**src/rtl/core/wblc_pkg.sv**
```systemverilog
// Shared types and constants for the write-back LFU tag cache.
// No dependencies.
`timescale 1ns / 1ps
package wblc_pkg;
    localparam int ENTRIES_DEF    = 8;
    localparam int VALUE_BITS_DEF = 64;
    localparam int OWNER_BITS_DEF = 32;
    localparam int KEY_BITS_DEF   = 16;
    localparam int COUNT_BITS_DEF = 16;

    localparam logic [1:0] OP_READ      = 2'd0;
    localparam logic [1:0] OP_WRITE     = 2'd1;
    localparam logic [1:0] OP_FLUSH_OWN = 2'd2;
    localparam logic [1:0] OP_FLUSH_ALL = 2'd3;

    localparam logic [2:0] K_WRITEBACK = 3'd0;
    localparam logic [2:0] K_READ_DATA = 3'd1;
    localparam logic [2:0] K_WRITE_THR = 3'd2;
    localparam logic [2:0] K_DONE      = 3'd3;
    localparam logic [2:0] K_REJECTED  = 3'd4;

    typedef struct packed {
        logic [1:0]  op;
        logic [31:0] owner_tag;
        logic [15:0] key_tag;
        logic [63:0] write_value;
        logic [63:0] backing_value;
    } t_req;

    typedef struct packed {
        logic [2:0]  kind;
        logic [31:0] out_owner;
        logic [15:0] out_key;
        logic [63:0] out_value;
        logic        last;
    } t_res;

    // controller -> datapath
    typedef struct packed {
        logic       load;      // capture request, reset scan
        logic       scan;      // examine entry at scan index, advance
        logic       hit_upd;   // apply hit update
        logic       fill;      // fill victim
        logic       flush_ent; // invalidate entry at scan index
        logic       emit;      // drive a result
        logic [2:0] kind;
        logic       src_ent;   // result payload from entry register
        logic       last;
    } t_cmd;

    // datapath -> controller
    typedef struct packed {
        logic       scan_done;
        logic       hit;
        logic       owner_zero;
        logic [1:0] op;
        logic       victim_dirty;
        logic       ent_flush;  // current flush entry is selected
        logic       ent_dirty;
    } t_sts;
endpackage

```
**src/rtl/core/wblc_datapath.sv**
```systemverilog
// Entry storage, sequential scan and result payload for the tag cache.
// Depends on wblc_pkg.
`timescale 1ns / 1ps
module wblc_datapath #(
    parameter int ENTRIES    = wblc_pkg::ENTRIES_DEF,
    parameter int VALUE_BITS = wblc_pkg::VALUE_BITS_DEF,
    parameter int OWNER_BITS = wblc_pkg::OWNER_BITS_DEF,
    parameter int KEY_BITS   = wblc_pkg::KEY_BITS_DEF,
    parameter int COUNT_BITS = wblc_pkg::COUNT_BITS_DEF
) (
    input  logic            i_clk,
    input  logic            i_rst_n,
    input  wblc_pkg::t_req  i_req,
    input  wblc_pkg::t_cmd  i_cmd,
    output wblc_pkg::t_sts  o_sts,
    output wblc_pkg::t_res  o_res
);
    import wblc_pkg::*;
    localparam int IW = (ENTRIES > 1) ? $clog2(ENTRIES) : 1;
    localparam int CW = $clog2(ENTRIES + 1);

    logic [ENTRIES-1:0]    r_valid, r_dirty;
    logic [OWNER_BITS-1:0] r_own [ENTRIES];
    logic [KEY_BITS-1:0]   r_key [ENTRIES];
    logic [COUNT_BITS-1:0] r_uses [ENTRIES];
    logic [VALUE_BITS-1:0] r_mem [ENTRIES];

    logic [1:0]            r_op;
    logic [OWNER_BITS-1:0] r_rowner;
    logic [KEY_BITS-1:0]   r_rkey;
    logic [VALUE_BITS-1:0] r_wval, r_bval;
    logic [CW-1:0]         r_cnt;
    logic                  r_hit;
    logic [IW-1:0]         r_hidx, r_vidx;
    logic [COUNT_BITS-1:0] r_vcnt;
    // registered entry fields for writeback / read data
    logic [OWNER_BITS-1:0] r_eown;
    logic [KEY_BITS-1:0]   r_ekey;
    logic [VALUE_BITS-1:0] r_eval;

    logic [IW-1:0]         w_idx;
    logic [COUNT_BITS-1:0] w_c;
    logic                  w_match, w_sel;

    assign w_idx   = r_cnt[IW-1:0];
    assign w_c     = r_valid[w_idx] ? r_uses[w_idx] : '0;
    assign w_match = r_valid[w_idx] && r_own[w_idx] == r_rowner && r_key[w_idx] == r_rkey;
    assign w_sel   = r_valid[w_idx] && (r_op == OP_FLUSH_ALL || r_own[w_idx] == r_rowner);

    assign o_sts.scan_done    = (r_cnt == CW'(ENTRIES));
    assign o_sts.hit          = r_hit;
    assign o_sts.owner_zero   = (r_rowner == '0);
    assign o_sts.op           = r_op;
    assign o_sts.victim_dirty = r_valid[r_vidx] && r_dirty[r_vidx];
    assign o_sts.ent_flush    = w_sel;
    assign o_sts.ent_dirty    = r_dirty[w_idx];

    always_ff @(posedge i_clk) begin
        if (!i_rst_n) begin
            r_valid <= '0;
            r_dirty <= '0;
            r_cnt   <= '0;
            r_hit   <= 1'b0;
            for (int i = 0; i < ENTRIES; i++) begin
                r_own[i]  <= '0;
                r_key[i]  <= '0;
                r_uses[i] <= '0;
            end
        end else begin
            if (i_cmd.load) begin
                r_op     <= i_req.op;
                r_rowner <= i_req.owner_tag[OWNER_BITS-1:0];
                r_rkey   <= i_req.key_tag[KEY_BITS-1:0];
                r_wval   <= i_req.write_value[VALUE_BITS-1:0];
                r_bval   <= i_req.backing_value[VALUE_BITS-1:0];
                r_cnt    <= '0;
                r_hit    <= 1'b0;
                r_vidx   <= '0;
                r_vcnt   <= '1;
                r_hidx   <= '0;
            end
            if (i_cmd.scan) begin
                r_cnt <= r_cnt + 1'b1;
                if (w_match && !r_hit) begin
                    r_hit  <= 1'b1;
                    r_hidx <= w_idx;
                end
                if (r_cnt == '0 || w_c < r_vcnt) begin
                    r_vidx <= w_idx;
                    r_vcnt <= w_c;
                end
                r_eown <= r_own[w_idx];
                r_ekey <= r_key[w_idx];
                r_eval <= r_mem[w_idx];
            end
            if (i_cmd.hit_upd) begin
                if (r_uses[r_hidx] != '1) r_uses[r_hidx] <= r_uses[r_hidx] + 1'b1;
                if (r_op == OP_WRITE) begin
                    r_mem[r_hidx]   <= r_wval;
                    r_dirty[r_hidx] <= 1'b1;
                end else begin
                    r_eval <= r_mem[r_hidx];
                end
            end
            if (i_cmd.fill) begin
                r_valid[r_vidx] <= 1'b1;
                r_dirty[r_vidx] <= 1'b0;
                r_own[r_vidx]   <= r_rowner;
                r_key[r_vidx]   <= r_rkey;
                r_mem[r_vidx]   <= r_bval;
                r_uses[r_vidx]  <= COUNT_BITS'(1);
                r_eown <= r_own[r_vidx];
                r_ekey <= r_key[r_vidx];
                r_eval <= r_mem[r_vidx];
            end
            if (i_cmd.flush_ent) begin
                r_valid[w_idx] <= 1'b0;
                r_dirty[w_idx] <= 1'b0;
                r_uses[w_idx]  <= '0;
                r_own[w_idx]   <= '0;
                r_key[w_idx]   <= '0;
            end
        end
    end

    always_comb begin
        o_res = '0;
        if (i_cmd.emit) begin
            o_res.kind = i_cmd.kind;
            o_res.last = i_cmd.last;
            unique case (i_cmd.kind)
                K_WRITEBACK: begin
                    o_res.out_owner = 32'(r_eown);
                    o_res.out_key   = 16'(r_ekey);
                    o_res.out_value = 64'(r_eval);
                end
                K_READ_DATA: begin
                    o_res.out_owner = 32'(r_rowner);
                    o_res.out_key   = 16'(r_rkey);
                    o_res.out_value = i_cmd.src_ent ? 64'(r_eval) : 64'(r_bval);
                end
                K_WRITE_THR: begin
                    o_res.out_owner = 32'(r_rowner);
                    o_res.out_key   = 16'(r_rkey);
                    o_res.out_value = 64'(r_wval);
                end
                default: ;
            endcase
        end
    end
endmodule

```
**src/rtl/core/wblc_ctrl.sv**
```systemverilog
// Request sequencer for the tag cache.
// Depends on wblc_pkg.
`timescale 1ns / 1ps
module wblc_ctrl (
    input  logic           i_clk,
    input  logic           i_rst_n,
    input  logic           i_start,
    output logic           o_busy,
    input  wblc_pkg::t_sts i_sts,
    output wblc_pkg::t_cmd o_cmd,
    output logic           o_valid
);
    import wblc_pkg::*;

    typedef enum logic [7:0] {
        S_IDLE  = 8'b0000_0001,
        S_DISP  = 8'b0000_0010,
        S_SCAN  = 8'b0000_0100,
        S_DEC   = 8'b0000_1000,
        S_FILL  = 8'b0001_0000,
        S_RDATA = 8'b0010_0000,
        S_FLUSH = 8'b0100_0000,
        S_HITO  = 8'b1000_0000
    } t_state;

    t_state r_state, n_state;

    assign o_busy = (r_state != S_IDLE);
    assign o_valid = o_cmd.emit;

    always_ff @(posedge i_clk) begin
        if (!i_rst_n) r_state <= S_IDLE;
        else          r_state <= n_state;
    end

    always_comb begin
        n_state = r_state;
        o_cmd   = '0;
        unique case (r_state)
            S_IDLE: begin
                o_cmd.load = i_start;
                if (i_start) n_state = S_DISP;
            end
            S_DISP: begin
                if (i_sts.op == OP_FLUSH_ALL) begin
                    n_state = S_FLUSH;
                end else if (i_sts.owner_zero) begin
                    o_cmd.emit = 1'b1;
                    o_cmd.kind = K_REJECTED;
                    o_cmd.last = 1'b1;
                    n_state    = S_IDLE;
                end else if (i_sts.op == OP_FLUSH_OWN) begin
                    n_state = S_FLUSH;
                end else begin
                    n_state = S_SCAN;
                end
            end
            S_SCAN: begin
                if (i_sts.scan_done) n_state = S_DEC;
                else o_cmd.scan = 1'b1;
            end
            S_DEC: begin
                if (i_sts.hit) begin
                    o_cmd.hit_upd = 1'b1;
                    if (i_sts.op == OP_WRITE) begin
                        o_cmd.emit = 1'b1;
                        o_cmd.kind = K_DONE;
                        o_cmd.last = 1'b1;
                        n_state    = S_IDLE;
                    end else begin
                        n_state = S_HITO;
                    end
                end else if (i_sts.op == OP_WRITE) begin
                    o_cmd.emit = 1'b1;
                    o_cmd.kind = K_WRITE_THR;
                    o_cmd.last = 1'b1;
                    n_state    = S_IDLE;
                end else begin
                    o_cmd.fill = 1'b1;
                    n_state    = i_sts.victim_dirty ? S_FILL : S_RDATA;
                end
            end
            S_FILL: begin
                // old victim contents captured at fill
                o_cmd.emit = 1'b1;
                o_cmd.kind = K_WRITEBACK;
                n_state    = S_RDATA;
            end
            S_RDATA: begin
                o_cmd.emit = 1'b1;
                o_cmd.kind = K_READ_DATA;
                o_cmd.last = 1'b1;
                n_state    = S_IDLE;
            end
            S_HITO: begin
                o_cmd.emit    = 1'b1;
                o_cmd.kind    = K_READ_DATA;
                o_cmd.src_ent = 1'b1;
                o_cmd.last    = 1'b1;
                n_state       = S_IDLE;
            end
            S_FLUSH: begin
                // scan captures entry fields; a dirty match is written back
                // in the next cycle from that captured copy
                if (i_sts.scan_done) begin
                    o_cmd.emit = 1'b1;
                    o_cmd.kind = K_DONE;
                    o_cmd.last = 1'b1;
                    n_state    = S_IDLE;
                end else begin
                    o_cmd.scan      = 1'b1;
                    o_cmd.flush_ent = i_sts.ent_flush;
                    if (i_sts.ent_flush && i_sts.ent_dirty) n_state = S_HITO;
                end
            end
            default: n_state = S_IDLE;
        endcase
        // flush writeback: S_HITO entered from flush emits a writeback instead
        if (r_state == S_HITO && i_sts.op[1]) begin
            o_cmd.kind    = K_WRITEBACK;
            o_cmd.src_ent = 1'b0;
            o_cmd.last    = 1'b0;
            n_state       = S_FLUSH;
        end
    end
endmodule

```
**src/rtl/core/write_back_lfu_tag_cache_core.sv**
```systemverilog
// Top level of the write-back LFU tag cache.
// Depends on wblc_pkg, wblc_ctrl and wblc_datapath.
`timescale 1ns / 1ps
// Fully associative write-back cache with least-frequently-used replacement.
// A request is taken when start is high and busy low; results appear on
// o_res for one cycle each, flagged by o_valid, and cannot be stalled. The
// final result of a request has last set. Entries are examined one per cycle
// by a shared compare unit, a flush pausing for each dirty writeback. A request
// with owner zero is rejected, except a flush of all entries.
module write_back_lfu_tag_cache_core #(
    parameter int ENTRIES    = wblc_pkg::ENTRIES_DEF,
    parameter int VALUE_BITS = wblc_pkg::VALUE_BITS_DEF,
    parameter int OWNER_BITS = wblc_pkg::OWNER_BITS_DEF,
    parameter int KEY_BITS   = wblc_pkg::KEY_BITS_DEF,
    parameter int COUNT_BITS = wblc_pkg::COUNT_BITS_DEF
) (
    input  logic           i_clk,
    input  logic           i_rst_n,
    input  logic           start,
    output logic           busy,
    input  wblc_pkg::t_req i_req,
    output logic           o_valid,
    output wblc_pkg::t_res o_res
);
    import wblc_pkg::*;

    t_cmd w_cmd;
    t_sts w_sts;

    wblc_ctrl u_ctrl (
        .i_clk(i_clk), .i_rst_n(i_rst_n), .i_start(start), .o_busy(busy),
        .i_sts(w_sts), .o_cmd(w_cmd), .o_valid(o_valid)
    );

    wblc_datapath #(
        .ENTRIES(ENTRIES), .VALUE_BITS(VALUE_BITS), .OWNER_BITS(OWNER_BITS),
        .KEY_BITS(KEY_BITS), .COUNT_BITS(COUNT_BITS)
    ) u_dp (
        .i_clk(i_clk), .i_rst_n(i_rst_n), .i_req(i_req), .i_cmd(w_cmd),
        .o_sts(w_sts), .o_res(o_res)
    );

    // a request finishes with exactly one last result, which returns to idle
    a_last_idle: assert property (@(posedge i_clk) disable iff (!i_rst_n)
        (o_valid && o_res.last) |=> !busy) else $error("last without idle");
    // no result while idle
    a_no_idle_res: assert property (@(posedge i_clk) disable iff (!i_rst_n)
        !busy |-> !o_valid) else $error("result while idle");
    // a request is never accepted and answered in the same cycle
    a_start_busy: assert property (@(posedge i_clk) disable iff (!i_rst_n)
        (start && !busy) |=> busy) else $error("accept not registered");
endmodule
```
**config.mk**
```make
export PLATFORM = sky130hd
export DESIGN_NAME = write_back_lfu_tag_cache_core
export DESIGN_NICKNAME = d
export VERILOG_FILES = /design/src/rtl/core/wblc_pkg.sv /design/src/rtl/core/wblc_datapath.sv /design/src/rtl/core/wblc_ctrl.sv /design/src/rtl/core/write_back_lfu_tag_cache_core.sv
export SDC_FILE = /design/constraint.sdc
export NUM_CORES = 2
export LEC_CHECK = 0
export ABC_AREA = 0
export BUFFER_PORTS_ARGS = -buffer_cell sky130_fd_sc_hd__buf_2
export CAP_MARGIN = 15
export CORE_MARGIN = 5
export CORE_UTILIZATION = 56
export DETAILED_ROUTE_END_ITERATION = 6
export PLACE_DENSITY_LB_ADDON = 0.08
export SETUP_SLACK_MARGIN = 0.05
export SYNTH_ARGS = -nofsm -noshare
export SYNTH_HDL_FRONTEND = slang
export SYNTH_SLANG_ARGS = --single-unit
```
**constraint.sdc**
```tcl
create_clock -name i_clk -period 19.77 [get_ports i_clk]
set_input_delay 0.9885 -clock i_clk [delete_from_list [all_inputs] [get_ports i_clk]]
set_output_delay 0.9885 -clock i_clk [all_outputs]
set_load 0.02 [all_outputs]
```
==> qor.txt <==
data arrival time of the critical path: 6.10 ns
cell depth of the worst flop-to-flop path: 12
largest net degree at the start of global routing: 130
number of input and output port buffers inserted: 298
count of endpoints failing setup in the final report: 0
clock slew at the register clock pins of the worst setup and hold paths: 0.06 ns
CP startpoint kind: register
power per cell area: 88.18 nW/um2
CTS Root Buffer Type: sky130_fd_sc_hd__clkbuf_16
count of warnings emitted by yosys: 0
TritonCTS clock tree: done
area occupied by registers: 40910 um2
Worst Max-Slew Pin Slew: 1.284 ns
total of flip-flops plus latches after synthesis: 1374
half-perimeter wire length of the detailed placement result: 115.6 mm
Num Clock Sinks: 1374
proportion of synthesized area in mux cells: 0.2401
Worst Hold Path EP: u_dp.r_wval[55]
Max Clock Freq: 141.2 MHz
required time of the critical path: 18.78 ns
Die Width: 368.7 um
top cells by count, synth: sky130_fd_sc_hd__edfxtp_1 (1336), sky130_fd_sc_hd__mux4_2 (611), sky130_fd_sc_hd__nor2_1 (468), sky130_fd_sc_hd__nand2_1 (371), sky130_fd_sc_hd__clkbuf_1 (328)
clock network latency to the later pin of the worst-skew pair: 0.77 ns
number of instances in the synthesized netlist: 5001
initial DRC count: 5041
share of final-layout standard cells stronger than drive strength 1: 0.2595
number of buffers inserted during clock tree synthesis: 148
vertical die dimension: 368.7 um
Initial Utilization: 0.5644
worst hold margin: 0.3871 ns
pins over their slew limit: 0
vias in the first global route: 46949
adder-cell share of the synthesized area: 0.003125
first-pass GRT wire length: 302.9 mm
DRC viols: 0
type of the setup path with the least slack: reg -> out
RSZ-0062 raised after global routing: false
detailed-router iteration count before antenna repair: 6
leakage power: 27.40 nW
time the final worst path needs with I/O delays and setup: 7.085 ns
weighted congestion at the end of routability-driven global placement: 0.8667
synthesized netlist net count: 5200
prevailing post-synth register cell: sky130_fd_sc_hd__edfxtp_1
number of post-CTS setup repair buffers: 0
share of the synthesized netlist area taken by xor and xnor gates: 0.007049
fill count: 9401
area growth from synthesis to layout: 10.49%
All-Layer GR Usage: 0.2984
post-synthesis sequential area ratio: 0.5673
initial antenna violation count: 5
Async SR Flop Fraction: 0
synthesized-area fraction occupied by ao, oa, aoi and oai cells: 0.05434
Row Count: 131
vias: 46712
worst hold path cell count: 1
Multi-input gate area: 29500 um2
Max Cap Viol: 0
sort of element at the end of the critical path: primary output
minimum setup slack among reg-to-reg paths: 12.74 ns
clk_skew: 0.02575 ns
launch point of the worst hold path: i_req[119]
post-CTS sizing: 0
final hold vios: 0
run status: finished, final reports clean
number of nets in the layout: 5282
summed instance area of the synthesized netlist: 72070 um2
average size of a mapped cell: 14.41 um2
share of synthesized cell area in and, or, nand and nor gates: 0.1007
main combinational cell family by area after synthesis: multiplexers
Hold/Removal Path Class: in -> reg
worst-case clock buffer depth: 3
worst-path fanout max: 64
floorplan core area: 127700 um2
normalized max-slew margin: 0.1437
share of the cycle needed by the critical path after routing: 0.3583
GR Overflow Total: 0
Unique masters post-synth: 67
area enclosed by the die boundary: 136000 um2
maximum VDD drop: 0.09484 mV
CTS H-tree depth: 4
Synth area leaders: sky130_fd_sc_hd__edfxtp_1 (56%), sky130_fd_sc_hd__mux4_2 (19%), sky130_fd_sc_hd__mux2i_1 (3.8%), sky130_fd_sc_hd__nor2_1 (2.4%), sky130_fd_sc_hd__nand2_1 (1.9%)
area share of the largest cell type after synthesis: 0.5567
antenna viol nets, final: 0
Post-CTS Hold Buffers: 0
number of enable-type register cells in the synthesized netlist: 1336
cell taking the most area after synthesis: sky130_fd_sc_hd__edfxtp_1
FF-to-FF End: u_dp.r_key[6][9]
post-detailed-routing wire length: 203.9 mm
WL per Instance: 29.72 um
library cell with the highest instance count after synthesis: sky130_fd_sc_hd__edfxtp_1
final setup TNS: 0 ns
boundary pin count: 299
drt via density: 6.808
## worst max path at each step
stage	start	slack [ns]	endpoint
3_3_place_gp	register	12.91	u_dp.r_own[6][0]
3_5_place_dp	register	12.80	u_dp.r_own[6][7]
5_1_grt	register	12.35	u_dp.r_own[6][0]
4_1_cts	u_dp.r_cnt[0]	12.72	o_res[18]
6_report	u_dp.r_cnt[0]	12.69	o_res[18]
2_1_floorplan	i_rst_n	5.22	u_dp.r_bval[0]
## cell type report
class                           count  area share
Inverter                           36    0.001697
Antenna cell                        1  0.00003143
Multi-Input combinational cell   3126      0.3704
Sequential cell                  1374      0.5138
Clock inverter                     72    0.007951
Clock buffer                      193     0.05077
Tap cell                         1662     0.02612
Timing Repair Buffer              397     0.02918
## state kept, by name, summed over array words and instances, names as in the netlist, named ones only
name / count
u_ctrl.r_state: 8
u_dp.r_uses: 128
u_dp.r_dirty: 8
u_dp.r_bval: 64
u_dp.r_wval: 64
u_dp.r_hidx: 3
u_dp.r_vidx: 3
u_dp.r_rowner: 32
u_dp.r_valid: 8
u_dp.r_op: 2
u_dp.r_eown: 32
u_dp.r_eval: 64
u_dp.r_vcnt: 16
u_dp.r_ekey: 16
u_dp.r_key: 128
u_dp.r_rkey: 16
u_dp.r_own: 256
u_dp.r_cnt: 4
u_dp.r_hit: 1
u_dp.r_mem: 512
## where the power goes
part	internal (mW)	switching, mW	total (mW)
Clock	1.58	1.14	2.72
Sequential	3.30	0.116	3.42
Combinational	0.412	0.475	0.886
## through the flow
stage | area (um2) | utilization | std cells | total power [mW] | worst slack (ns)
final | 79630 | 0.6236 | 6861 | 7.021 | 12.69
after global routing | 79620 | 0.6236 | 6860 | 7.265 | 12.35
after CTS | 79610 | 0.6235 | 6859 | 7.061 | 12.72
after detailed placement | 74930 | 0.5869 | 6594 | 4.363 | 12.80
after global placement | 74930 | 0.5869 | 6594 | 4.351 | 12.91
after floorplan | 72070 | - | 5001 | 4.113 | 5.222
## cell families after synthesis
family	after synthesis
xor+xnor	58
simple gates	1472
compound gates	622
fa+ha+maj	18
buf+inv	501
mux	956
flops	1374
## layer usage
layer / global-route usage / vias up / part of all wire
li1: - / 19766 / -
met4: 0.09438 / 4 / 0.031
met3: 0.04761 / 376 / 0.088
met1: 0.4138 / 24231 / 0.39
met2: 0.4924 / 2335 / 0.49
met5: 0 / - / 0.00013
## worst max-delay path, cell delays in order, from the launching register on
cell	delay, ns
sky130_fd_sc_hd__dfxtp_1	0.80
sky130_fd_sc_hd__inv_1	0.54
sky130_fd_sc_hd__ha_1	0.38
sky130_fd_sc_hd__nor2b_1	0.19
sky130_fd_sc_hd__nand3_1	0.12
sky130_fd_sc_hd__or2_2	0.15
sky130_fd_sc_hd__a21boi_0	0.63
sky130_fd_sc_hd__inv_1	0.29
sky130_fd_sc_hd__nor2_4	0.74
sky130_fd_sc_hd__and3_2	0.31
sky130_fd_sc_hd__nor2_1	0.06
sky130_fd_sc_hd__o21ai_4	0.06
sky130_fd_sc_hd__buf_4	0.56
sky130_fd_sc_hd__nor2_1	0.14
sky130_fd_sc_hd__buf_2	0.20
## layout by cell type, fill, tap and decap left out, types with 9 or more instances in the layout
cell type	count
sky130_fd_sc_hd__nand2b_1	20
sky130_fd_sc_hd__o21ai_0	92
sky130_fd_sc_hd__clkbuf_1	37
sky130_fd_sc_hd__nor2_4	15
sky130_fd_sc_hd__xor2_1	13
sky130_fd_sc_hd__edfxtp_1	1336
sky130_fd_sc_hd__bufinv_16	11
sky130_fd_sc_hd__dfxtp_1	28
sky130_fd_sc_hd__nand4_1	9
sky130_fd_sc_hd__clkinv_2	21
sky130_fd_sc_hd__mux4_2	611
sky130_fd_sc_hd__ha_1	18
sky130_fd_sc_hd__xnor2_1	44
sky130_fd_sc_hd__clkinv_1	31
sky130_fd_sc_hd__clkbuf_16	156
sky130_fd_sc_hd__mux2i_1	273
sky130_fd_sc_hd__nor2_1	454
sky130_fd_sc_hd__and4_1	49
sky130_fd_sc_hd__and2_1	190
sky130_fd_sc_hd__nor4_1	27
sky130_fd_sc_hd__inv_1	36
sky130_fd_sc_hd__buf_4	92
sky130_fd_sc_hd__nor3_1	29
sky130_fd_sc_hd__buf_2	297
sky130_fd_sc_hd__mux2_2	72
sky130_fd_sc_hd__nand2_1	369
sky130_fd_sc_hd__a22oi_1	135
sky130_fd_sc_hd__and3_1	100
sky130_fd_sc_hd__nand3_1	19
sky130_fd_sc_hd__a211oi_1	110
sky130_fd_sc_hd__nor2b_1	118
sky130_fd_sc_hd__or3_1	13
sky130_fd_sc_hd__dfxtp_4	9
sky130_fd_sc_hd__a21oi_1	217
No activity file was read; power rests on OpenSTA's default activity.
